File: src/design/zfa_out_buf.sv
// ---------------------------------------------------------------------------
// Output buffer
// Two-entry queue between the digit pipeline and the result channel.
// ---------------------------------------------------------------------------
`default_nettype none

module zfa_out_buf #(
   parameter int WIDTH = 8
) (
   input  wire logic             clock,
   input  wire logic             reset,
   input  wire logic             push_i,
   input  wire logic [WIDTH-1:0] data_i,
   output logic                  full_o,
   output logic                  valid_o,
   input  wire logic             ready_i,
   output logic      [WIDTH-1:0] data_o
);

   logic [WIDTH-1:0] mem_ff [2];
   logic [1:0]       count_ff;
   logic [1:0]       count_in;
   logic             wr_ptr_ff;
   logic             rd_ptr_ff;
   logic             pop;

   assign valid_o = (count_ff != 2'd0);
   assign full_o  = (count_ff == 2'd2);
   assign pop     = valid_o && ready_i;
   assign data_o  = mem_ff[rd_ptr_ff];

   always_comb begin
      count_in = count_ff;
      if (push_i && !pop) begin
         count_in = count_ff + 2'd1;
      end else if (pop && !push_i) begin
         count_in = count_ff - 2'd1;
      end
   end

   always_ff @(posedge clock) begin
      if (reset) begin
         count_ff  <= 2'd0;
         wr_ptr_ff <= 1'b0;
         rd_ptr_ff <= 1'b0;
      end else begin
         count_ff <= count_in;
         if (push_i) begin
            wr_ptr_ff <= !wr_ptr_ff;
         end
         if (pop) begin
            rd_ptr_ff <= !rd_ptr_ff;
         end
      end
   end

   always_ff @(posedge clock) begin
      if (push_i) begin
         mem_ff[wr_ptr_ff] <= data_i;
      end
   end

endmodule

`default_nettype wire

File: config.mk
export PLATFORM = sky130hd
export DESIGN_NAME = zfa_out_buf
export DESIGN_NICKNAME = d
export VERILOG_FILES = /design/src/design/zfa_out_buf.sv
export SDC_FILE = /design/constraint.sdc
export NUM_CORES = 1
export LEC_CHECK = 0
export BUFFER_PORTS_ARGS = -buffer_cell sky130_fd_sc_hd__buf_2
export CAP_MARGIN = 5
export CORE_MARGIN = 3
export CORE_UTILIZATION = 48
export DETAILED_ROUTE_END_ITERATION = 6
export GPL_TIMING_DRIVEN = 0
export PLACE_DENSITY = 0.81
export SETUP_SLACK_MARGIN = 0.02
export SYNTH_ARGS = -nofsm -noshare
export SYNTH_HDL_FRONTEND = slang
export SYNTH_SLANG_ARGS = --single-unit
export TNS_END_PERCENT = 30
File: constraint.sdc
create_clock -name clock -period 1.9 [get_ports clock]
set_input_delay 0.285 -clock clock [delete_from_list [all_inputs] [get_ports clock]]
set_output_delay 0.285 -clock clock [all_outputs]
set_load 0.02 [all_outputs]
==> results.txt <==
----------------------------------------------------
[Setup path]
  Flop2flop setup slack ... 310 ps
  Critical path class ... reg2out
  Cell seen most often among critical-path stages ... sky130_fd_sc_hd__buf_2
  Delay contributed by the slowest stage of the critical path ... 360 ps
  CP cell instances ... buf_2 -> mux2_2 -> buf_2
  Maximum net fanout on the critical path ... 8
  Critical-path top delay cell ... sky130_fd_sc_hd__mux2_2
  Data arrival, critical path ... 1330 ps
  Element type at the critical path end ... output port
  Number of buffers and inverters on the critical path ... 2
  Startpoint types ... flop
  Cell family contributing the most delay on the critical path ... buffers and inverters
  Crit path required time ... 1620 ps

[Timing]
  RSZ-0062 raised after global routing ... no
  Final count of pins violating max slew ... 0
  Post-route clock skew ... 6.42 ps
  Min Clock Period, post-route ... 1610 ps
  Max_slew headroom ... 0.519
  Number of hold violations in the final report ... 0
  Final setup fails ... 0
  Transition at the pin with the smallest max-transition slack ... 720 ps
  Final period utilization ... 0.848
  Maximum clock frequency ... 0.621 GHz
  Sum of negative setup slack ... 0 ps

[Final layout]
  Layout overhead on the synthesized area ... 19.1%
  Leading cell types in the layout, fill and taps excluded ... sky130_fd_sc_hd__buf_2 (22), sky130_fd_sc_hd__edfxtp_1 (16), sky130_fd_sc_hd__mux2_2 (8), sky130_fd_sc_hd__dfxtp_1 (5), sky130_fd_sc_hd__nor2_1 (4)
  Number of nets in the layout ... 86
  Diodes inserted ... 0
  Most common cell after layout, fill and taps aside ... sky130_fd_sc_hd__buf_2
  Fraction of layout instances using a drive strength above 1 ... 0.486
  Final cell area excluding filler cells ... 937 µm²

[Routing]
  Via density per instance ... 5.20
  Number of iterations in the first detailed-routing pass ... 2
  Via count of the routed design ... 452
  DR iter-0 viols ... 3
  Number of nets with antenna violations after routing ... 0
  Post-route DRC violation count ... 0
  Wirelength, routed ... 1.18 mm
  WL per Instance ... 13.5 µm

[Placement]
  Instance area at placement ... 911 µm²
  Input/output buffers ... 21
  Weighted congestion reported at the end of routability-driven placement ... 0.661
  Detailed-placement wirelength estimate ... 884 µm

[Min path]
  Hold WC Path Type ... in2reg

[Synthesis]
  Mean Syn Cell Area ... 16.7 µm²
  Part of the Yosys area used for sequential elements ... 0.738
  Number of nets produced by synthesis ... 60
  Yosys cell types ... 15
  Netlist area before placement ... 787 µm²
  Count of synthesis-stage warnings from yosys ... 0
  Synth Instances ... 47
  Flop and latch count out of synthesis ... 21

[Die]
  I/O pin cnt ... 22
  Core area ... 0.00142 mm²
  Die Footprint ... 0.00216 mm²
  Die boundary height ... 46.5 µm
  Row count ... 13
  Starting utilization of the core area ... 0.556
  Die W ... 46.5 µm

[Global routing]
  Global routing usage on met1 ... 0.125
  Most Used Layer, Global Route ... met2
  Met2 usage in global routing ... 0.220
  Maximum number of pins on one net before global-route repair ... 12
  GRT met3 Usage ... 0.0508
  Vias in the first global route ... 424
  Total overflow reported by the global router ... 0
  Global-route wire length before repair ... 1.75 mm
  Initial antenna violation count ... 0
  Total track usage ... 0.121

[CTS]
  Clock transition time at the flip-flop clock pins of the worst setup and hold paths ... 110 ps
  Maximum level of the CTS H-tree ... 1
  Maximum clock path buffer count ... 2
  Post-CTS setup buffer count ... 0
  Number of hold buffers added after cts ... 0
  Root buffer selected by CTS ... sky130_fd_sc_hd__clkbuf_4
  Insertion delay of the later-clocked pin in the worst-skew pair ... 290 ps
  Number of gates resized after CTS ... 0
  Inserted Clock Buffers ... 3
  Clock tree sinks ... 21
  Clock tree from TritonCTS ... built

[Power and ir drop]
  Ratio of total power to cell area ... 1280 mW/mm²
  Leakage dissipation ... 0.000377 µW
  VDD IR max ... 0.755 mV

[Run status]
  Run status ... completed

[Job]
  Max cap viols ... 0

----------------------------------------------------
==> power by group <==
part / internal, µW / switching [µW] / total (µW)
clock network: 81.5 / 122 / 204
registers: 559 / 35.5 / 594
logic: 183 / 222 / 405
total: 823 / 380 / 1200
==> routing by layer <==
metal  part of all wire  vias to the layer above
li1                   -                      225
met1               0.41                      216
met2               0.52                       11
met3              0.066                        0
met4                  0                        0
met5                  0                        -
==> area by class of cell <==
type / instances / area [µm²]
Buffer: 1 / 5.00
Clock buffer: 4 / 26.3
Fill cell: 110 / 478
Multi-Input combinational cell: 25 / 201
Sequential cell: 21 / 581
Tap cell: 15 / 18.8
Timing Repair Buffer: 21 / 105
==> registers in the layout, indices dropped and copies added (netlist names), named ones only <==
signal / count
mem_ff: 16
wr_ptr_ff: 1
rd_ptr_ff: 1
count_ff: 2
==> cell usage after synthesis (all sizes together) <==
| master | instances | area share |
|---|---|---|
| edfxtp | 16 | 0.61 |
| and2b | 1 | 0.011 |
| or2 | 1 | 0.0080 |
| xor2 | 3 | 0.033 |
| xnor2 | 1 | 0.011 |
| nor2 | 4 | 0.019 |
| mux2 | 8 | 0.11 |
| dfxtp | 5 | 0.13 |
| or3 | 1 | 0.0080 |
| o21ai | 2 | 0.013 |
| and2 | 1 | 0.0080 |
| ha | 1 | 0.016 |
| nor2b | 1 | 0.0080 |
| a21oi | 1 | 0.0064 |
| buf | 1 | 0.0064 |
==> stage by stage <==
stage	hold WS (ps)	setup WS, ps	power, µW	cells	utilization
2_1_floorplan	354	464	901	47	-
3_5_place_dp	477	325	1020	83	0.644
3_3_place_gp	473	369	1000	83	0.644
6_report	176	289	1200	87	0.662
5_1_grt	165	212	1270	87	0.662
4_1_cts	175	276	1210	87	0.662
==> path summary, 6_finish.rpt <==
path	from	endpoint	cells after the start
max	flop	data_o[2]	3
min	data_i[3]	mem_ff[0][3]	1
max reg2reg	count_ff[0]	count_ff[1]	4
min reg2reg	rd_ptr_ff	rd_ptr_ff	2
==> cells by family (layout without fill, tap and decap cells) <==
| kind of cell | count (synthesis) | count (layout) | synth area share |
|---|---|---|---|
| flip-flops | 21 | 21 | 0.738 |
| AND/OR/NAND/NOR | 9 | 9 | 0.0620 |
| multiplexers | 8 | 8 | 0.114 |
| XOR/XNOR | 4 | 4 | 0.0445 |
| AO/OA/AOI/OAI | 3 | 3 | 0.0191 |
| adder cells (fa/ha/maj) | 1 | 1 | 0.0159 |
| buffers and inverters | 1 | 26 | 0.00635 |
No activity file was read; power rests on OpenSTA's default activity.
