==> src/design/zfa_pkg.sv <==
// ---------------------------------------------------------------------------
// Fibonacci-base adder package
// Shared widths, pipeline control word and elaboration-time weight helpers.
// ---------------------------------------------------------------------------
`default_nettype none

package zfa_pkg;

   localparam int IN_DIGITS_DEF  = 39;
   localparam int OUT_DIGITS_DEF = 41;

   // Values up to twice the largest 39-digit operand and the weight F(43) fit here.
   localparam int VAL_W = 30;
   localparam int LEN_W = 6;
   localparam int PAT_W = 64;

   typedef struct packed {
      logic valid;
      logic sat_a;
      logic sat_b;
      logic sat_s;
   } zfa_ctl_type;

   // Weight of digit idx, which is F(idx+2): 1, 2, 3, 5, 8 and on.
   function automatic logic [VAL_W-1:0] zfa_weight(input int idx);
      logic [VAL_W-1:0] w0;
      logic [VAL_W-1:0] w1;
      logic [VAL_W-1:0] t;
      w0 = VAL_W'(1);
      w1 = VAL_W'(2);
      t  = '0;
      if (idx == 0) begin
         return w0;
      end
      for (int i = 1; i < idx; i++) begin
         t  = w0 + w1;
         w0 = w1;
         w1 = t;
      end
      return w1;
   endfunction

   // Largest canonical n-digit pattern: ones at n-1, n-3 and so on.
   function automatic logic [PAT_W-1:0] zfa_sat_pattern(input int n);
      logic [PAT_W-1:0] p;
      p = '0;
      for (int i = n - 1; i >= 0; i -= 2) begin
         p[i] = 1'b1;
      end
      return p;
   endfunction

endpackage

`default_nettype wire

==> src/design/zfa_canon_cell.sv <==
// ---------------------------------------------------------------------------
// Canonical digit cell
// Decides one Zeckendorf digit greedily: takes the weight off the remainder
// when it fits, and notes the length at the first digit that is set.
// ---------------------------------------------------------------------------
`default_nettype none

module zfa_canon_cell #(
   parameter int POS    = 0,
   parameter int DIGITS = zfa_pkg::IN_DIGITS_DEF
) (
   input  wire logic                      clock,
   input  wire logic                      en_i,
   input  wire logic [zfa_pkg::VAL_W-1:0] rem_i,
   input  wire logic [DIGITS-1:0]         bits_i,
   input  wire logic [zfa_pkg::LEN_W-1:0] len_i,
   output logic      [zfa_pkg::VAL_W-1:0] rem_o,
   output logic      [DIGITS-1:0]         bits_o,
   output logic      [zfa_pkg::LEN_W-1:0] len_o
);
   import zfa_pkg::*;

   logic [VAL_W-1:0]  rem_ff;
   logic [VAL_W-1:0]  rem_in;
   logic [DIGITS-1:0] bits_ff;
   logic [DIGITS-1:0] bits_in;
   logic [LEN_W-1:0]  len_ff;
   logic [LEN_W-1:0]  len_in;

   generate
      if (POS < DIGITS) begin : g_digit
         localparam logic [VAL_W-1:0] WEIGHT  = zfa_weight(POS);
         localparam logic [LEN_W-1:0] LEN_POS = LEN_W'(POS + 1);
         logic hit;

         assign hit = (rem_i >= WEIGHT);

         always_comb begin
            bits_in      = bits_i;
            bits_in[POS] = hit;
            rem_in       = hit ? (rem_i - WEIGHT) : rem_i;
            len_in       = (hit && (len_i == '0)) ? LEN_POS : len_i;
         end
      end else begin : g_pass
         // Positions above this operand's width only keep the word moving.
         always_comb begin
            bits_in = bits_i;
            rem_in  = rem_i;
            len_in  = len_i;
         end
      end
   endgenerate

   always_ff @(posedge clock) begin
      if (en_i) begin
         rem_ff  <= rem_in;
         bits_ff <= bits_in;
         len_ff  <= len_in;
      end
   end

   assign rem_o  = rem_ff;
   assign bits_o = bits_ff;
   assign len_o  = len_ff;

endmodule

`default_nettype wire

==> config.mk <==
export PLATFORM = sky130hd
export DESIGN_NAME = zfa_canon_cell
export DESIGN_NICKNAME = d
export VERILOG_FILES = /design/src/design/zfa_pkg.sv /design/src/design/zfa_canon_cell.sv
export SDC_FILE = /design/constraint.sdc
export NUM_CORES = 1
export LEC_CHECK = 0
export BUFFER_PORTS_ARGS = -buffer_cell sky130_fd_sc_hd__buf_4
export CELL_PAD_IN_SITES_DETAIL_PLACEMENT = 2
export CELL_PAD_IN_SITES_GLOBAL_PLACEMENT = 2
export CORE_ASPECT_RATIO = 1.25
export CORE_MARGIN = 2
export CORE_UTILIZATION = 29
export DETAILED_ROUTE_END_ITERATION = 8
export GPL_TIMING_DRIVEN = 0
export PLACE_DENSITY = 0.82
export SYNTH_ARGS = -nofsm -noshare
export SYNTH_HDL_FRONTEND = slang
export SYNTH_SLANG_ARGS = --single-unit
==> constraint.sdc <==
create_clock -name clock -period 2.87 [get_ports clock]
set_input_delay 0.1435 -clock clock [delete_from_list [all_inputs] [get_ports clock]]
set_output_delay 0.1435 -clock clock [all_outputs]
set_load 0.1 [all_outputs]
==> PnR_summary.wiki <==
{| class="wikitable"
! Metric !! Value
|-
| Number of setup violations in the final report || 0
|-
| Total power consumption of the routed design || approximately 3500 µW
|-
| Remaining max-slew budget at the tightest pin || 33.3%
|-
| Max_cap viols || 0
|-
| Ports || 152
|-
| Routability Congestion || 0.712
|-
| Lkg Pwr || around 0.0020 µW
|-
| Setup ws final || 0.554 ns
|-
| Grt total ovfl || 0
|-
| Sinks on the clock net || 75
|-
| Cell row count || between 40 and 50
|-
| Die footprint || roughly 11000 µm²
|-
| Yosys warning count || 0
|-
| Maximum fanout encountered on the critical timing path || 6
|-
| Most instantiated flip-flop cell in the synthesis netlist || sky130_fd_sc_hd__edfxtp_1
|-
| Level count of the clock H-tree || 3
|-
| Run status || complete, no violations
|-
| Portion of the post-synthesis area used by sequential elements || around three quarters
|-
| Dpl hpwl || 7060 µm
|-
| Antenna diode instance count || 0
|-
| Vias/cell || 4.69
|-
| Post-Syn Instances || around 190
|-
| Kind of capture point of the worst setup path || register
|-
| Clock Root Buffer || sky130_fd_sc_hd__clkbuf_16
|-
| Buffers inserted by post-CTS timing repair || 0
|-
| Peak supply drop || roughly 310 µV
|-
| Starting density of the core || between 20% and 30%
|-
| Final net count || approximately 460
|-
| Yosys reg bits || 75
|-
| Mapped Nets || 265
|-
| Area inside the core boundary || approximately 10000 µm²
|-
| Initial drt markers || between 80 and 90
|-
| Remaining antenna violation count || 0
|-
| Via count || approximately 2400
|-
| Hold Vio Cnt, Final || 0
|-
| Total track usage || 22.3%
|-
| Layout overhead on the synthesized area || 65.3%
|-
| Pin count of the biggest net entering global routing || 76
|-
| Data arrival time of the critical path || 2.39 ns
|-
| Layout filler cell count || 982
|-
| Initial antenna violation count || 0
|-
| Upper clock frequency limit || between 400 and 500 MHz
|-
| Post-route clock period utilization || between 80% and 90%
|-
| Setup crit start kind || primary input
|-
| Layout cell share with drive strength beyond 1 || ~45%
|-
| Most used cells in the layout excluding fill and tap cells || 151 x sky130_fd_sc_hd__buf_4, 75 x sky130_fd_sc_hd__edfxtp_1, 38 x sky130_fd_sc_hd__dlygate4sd3_1, 18 x sky130_fd_sc_hd__xor2_1, 14 x sky130_fd_sc_hd__nor2_1
|-
| Clock-pin slew on the worst setup and hold paths || about 0.070 ns
|-
| Vias in the first global route || 2704
|-
| Inserted Clock Buffers || 9
|-
| Worst-case clock buffer depth || 2
|-
| Height of the die || 118 µm
|-
| Overall die width || roughly 95 µm
|-
| Port Buffers || 150
|-
| Distinct cell type count of the synthesized netlist || 31
|-
| Detailed-route wire length per cell || between 20 and 25 µm
|-
| Synthesized area per cell || ~16 µm²
|-
| Placement-stage worst setup slack || between 0.2 and 0.3 ns
|-
| Critical path data required time || 2.94 ns
|-
| Pre-Repair DR Iteration Count || 4
|-
| Total wire length after detailed routing || about 12000 µm
|-
| Post-synthesis instance area || 3000 µm²
|-
| Share of flip-flops with an asynchronous set or reset after synthesis || 0%
|-
| Final TNS setup || 0 ns
|-
| Gates resized, CTS repair || 0
|-
| Setup repair after global routing missed its margin || false
|-
| Measured slew at the worst slew-check pin || between 1 and 1.5 ns
|-
| Fin crit period || ~2.3 ns
|-
| Class of the most critical hold timing path || primary input to register
|-
| Max Transition Viols Final || 0
|-
| Total power divided by cell area || roughly 700 nW/µm²
|-
| Critical path class || primary input to register
|-
| CTS tree || done
|-
| Global-route wire length before repair || around 18000 µm
|-
| DRC || 0
|-
| Commonest non-fill, non-tap cell in the layout || sky130_fd_sc_hd__buf_4
|-
| EDFF count, synth || 75
|}
metrics by stage:
| stage | cells | util [%] | hold WS, ns | area [µm²] |
|---|---|---|---|---|
| final | 518 | 49.1 | 0.0678 | 4960 |
| after CTS | 518 | 49.1 | 0.0604 | 4960 |
| after detailed placement | 464 | 42.5 | 0.323 | 4290 |
| after floorplan | 185 | - | 0.242 | 3000 |
| after global placement | 464 | 42.5 | 0.322 | 4290 |
| after global routing | 518 | 49.1 | 0.0727 | 4960 |
worst max-delay path, stage by stage:
cell                       delay, ns
sky130_fd_sc_hd__buf_4          0.12
sky130_fd_sc_hd__or4_1          0.50
sky130_fd_sc_hd__buf_2          0.19
sky130_fd_sc_hd__or4_4          0.55
sky130_fd_sc_hd__o311ai_2       0.55
sky130_fd_sc_hd__nor2_1         0.15
sky130_fd_sc_hd__xor2_1         0.18
cell families (layout without fill, tap and decap cells):
group           count (synthesis)  in the layout  synth area share, %
buf+inv                        10            214                 1.42
simple gates                   61             61                 11.8
xor+xnor                       28             28                 8.17
flops                          75             75                 75.0
compound gates                  8              8                 2.38
fa+ha+maj                       3              3                 1.25
layer usage:
layer	routed length, µm	global-route usage [%]	part of all wire [%]	up-vias
met5	0	0	0	-
met4	164	6.97	1.4	0
met3	551	4.48	4.6	8
met2	7160	43.3	59	90
met1	4220	23.3	35	1232
li1	-	-	-	1097
cells in the mapped netlist (2+ instances only):
library cell	n	area, µm²
sky130_fd_sc_hd__nand4_1	2	12.5
sky130_fd_sc_hd__edfxtp_1	75	2250
sky130_fd_sc_hd__clkbuf_1	6	22.5
sky130_fd_sc_hd__nor4_1	4	25.0
sky130_fd_sc_hd__nand3_1	3	15.0
sky130_fd_sc_hd__o311ai_2	2	32.5
sky130_fd_sc_hd__nor3_1	12	60.1
sky130_fd_sc_hd__a21oi_1	2	10.0
sky130_fd_sc_hd__inv_1	2	7.51
sky130_fd_sc_hd__nor3b_1	2	15.0
sky130_fd_sc_hd__xor2_1	18	158
sky130_fd_sc_hd__nor2_1	14	52.6
sky130_fd_sc_hd__ha_1	3	37.5
sky130_fd_sc_hd__xnor2_1	10	87.6
sky130_fd_sc_hd__or3_1	5	31.3
sky130_fd_sc_hd__or4_1	5	37.5
sky130_fd_sc_hd__nand2_1	6	22.5
final timing paths:
kind	cells past startpoint	startpoint	to	slack, ns
max	7	rem_i[16]	rem_o[18]	0.55
min	2	len_i[4]	len_o[4]	0.07
state kept, by name, summed over array words and instances, names as in the netlist:
signal and cells:
len_o 6, rem_o 30, bits_o 39
area by class of cell:
| cell class | instances | area, µm² | area share, % |
|---|---|---|---|
| Timing Repair Buffer | 188 | 1510 | 30.3 |
| Inverter | 2 | 7.51 | 0.151 |
| Tap cell | 129 | 161 | 3.25 |
| Sequential cell | 75 | 2250 | 45.4 |
| Clock buffer | 9 | 225 | 4.54 |
| Clock inverter | 7 | 68.8 | 1.39 |
| Multi-Input combinational cell | 100 | 708 | 14.3 |
| Buffer | 8 | 35.0 | 0.706 |
power breakdown:
part	internal [µW]	switching [µW]	total (µW)
registers	1310	37.4	1340
logic	225	763	988
clock network	671	487	1160
repair_timing:
item	in CTS	in global routing
setup endpoints to repair	0	0
endpoints found under the hold margin	38	0
hold buffers	38	0
(Power assumes the default switching activity.)
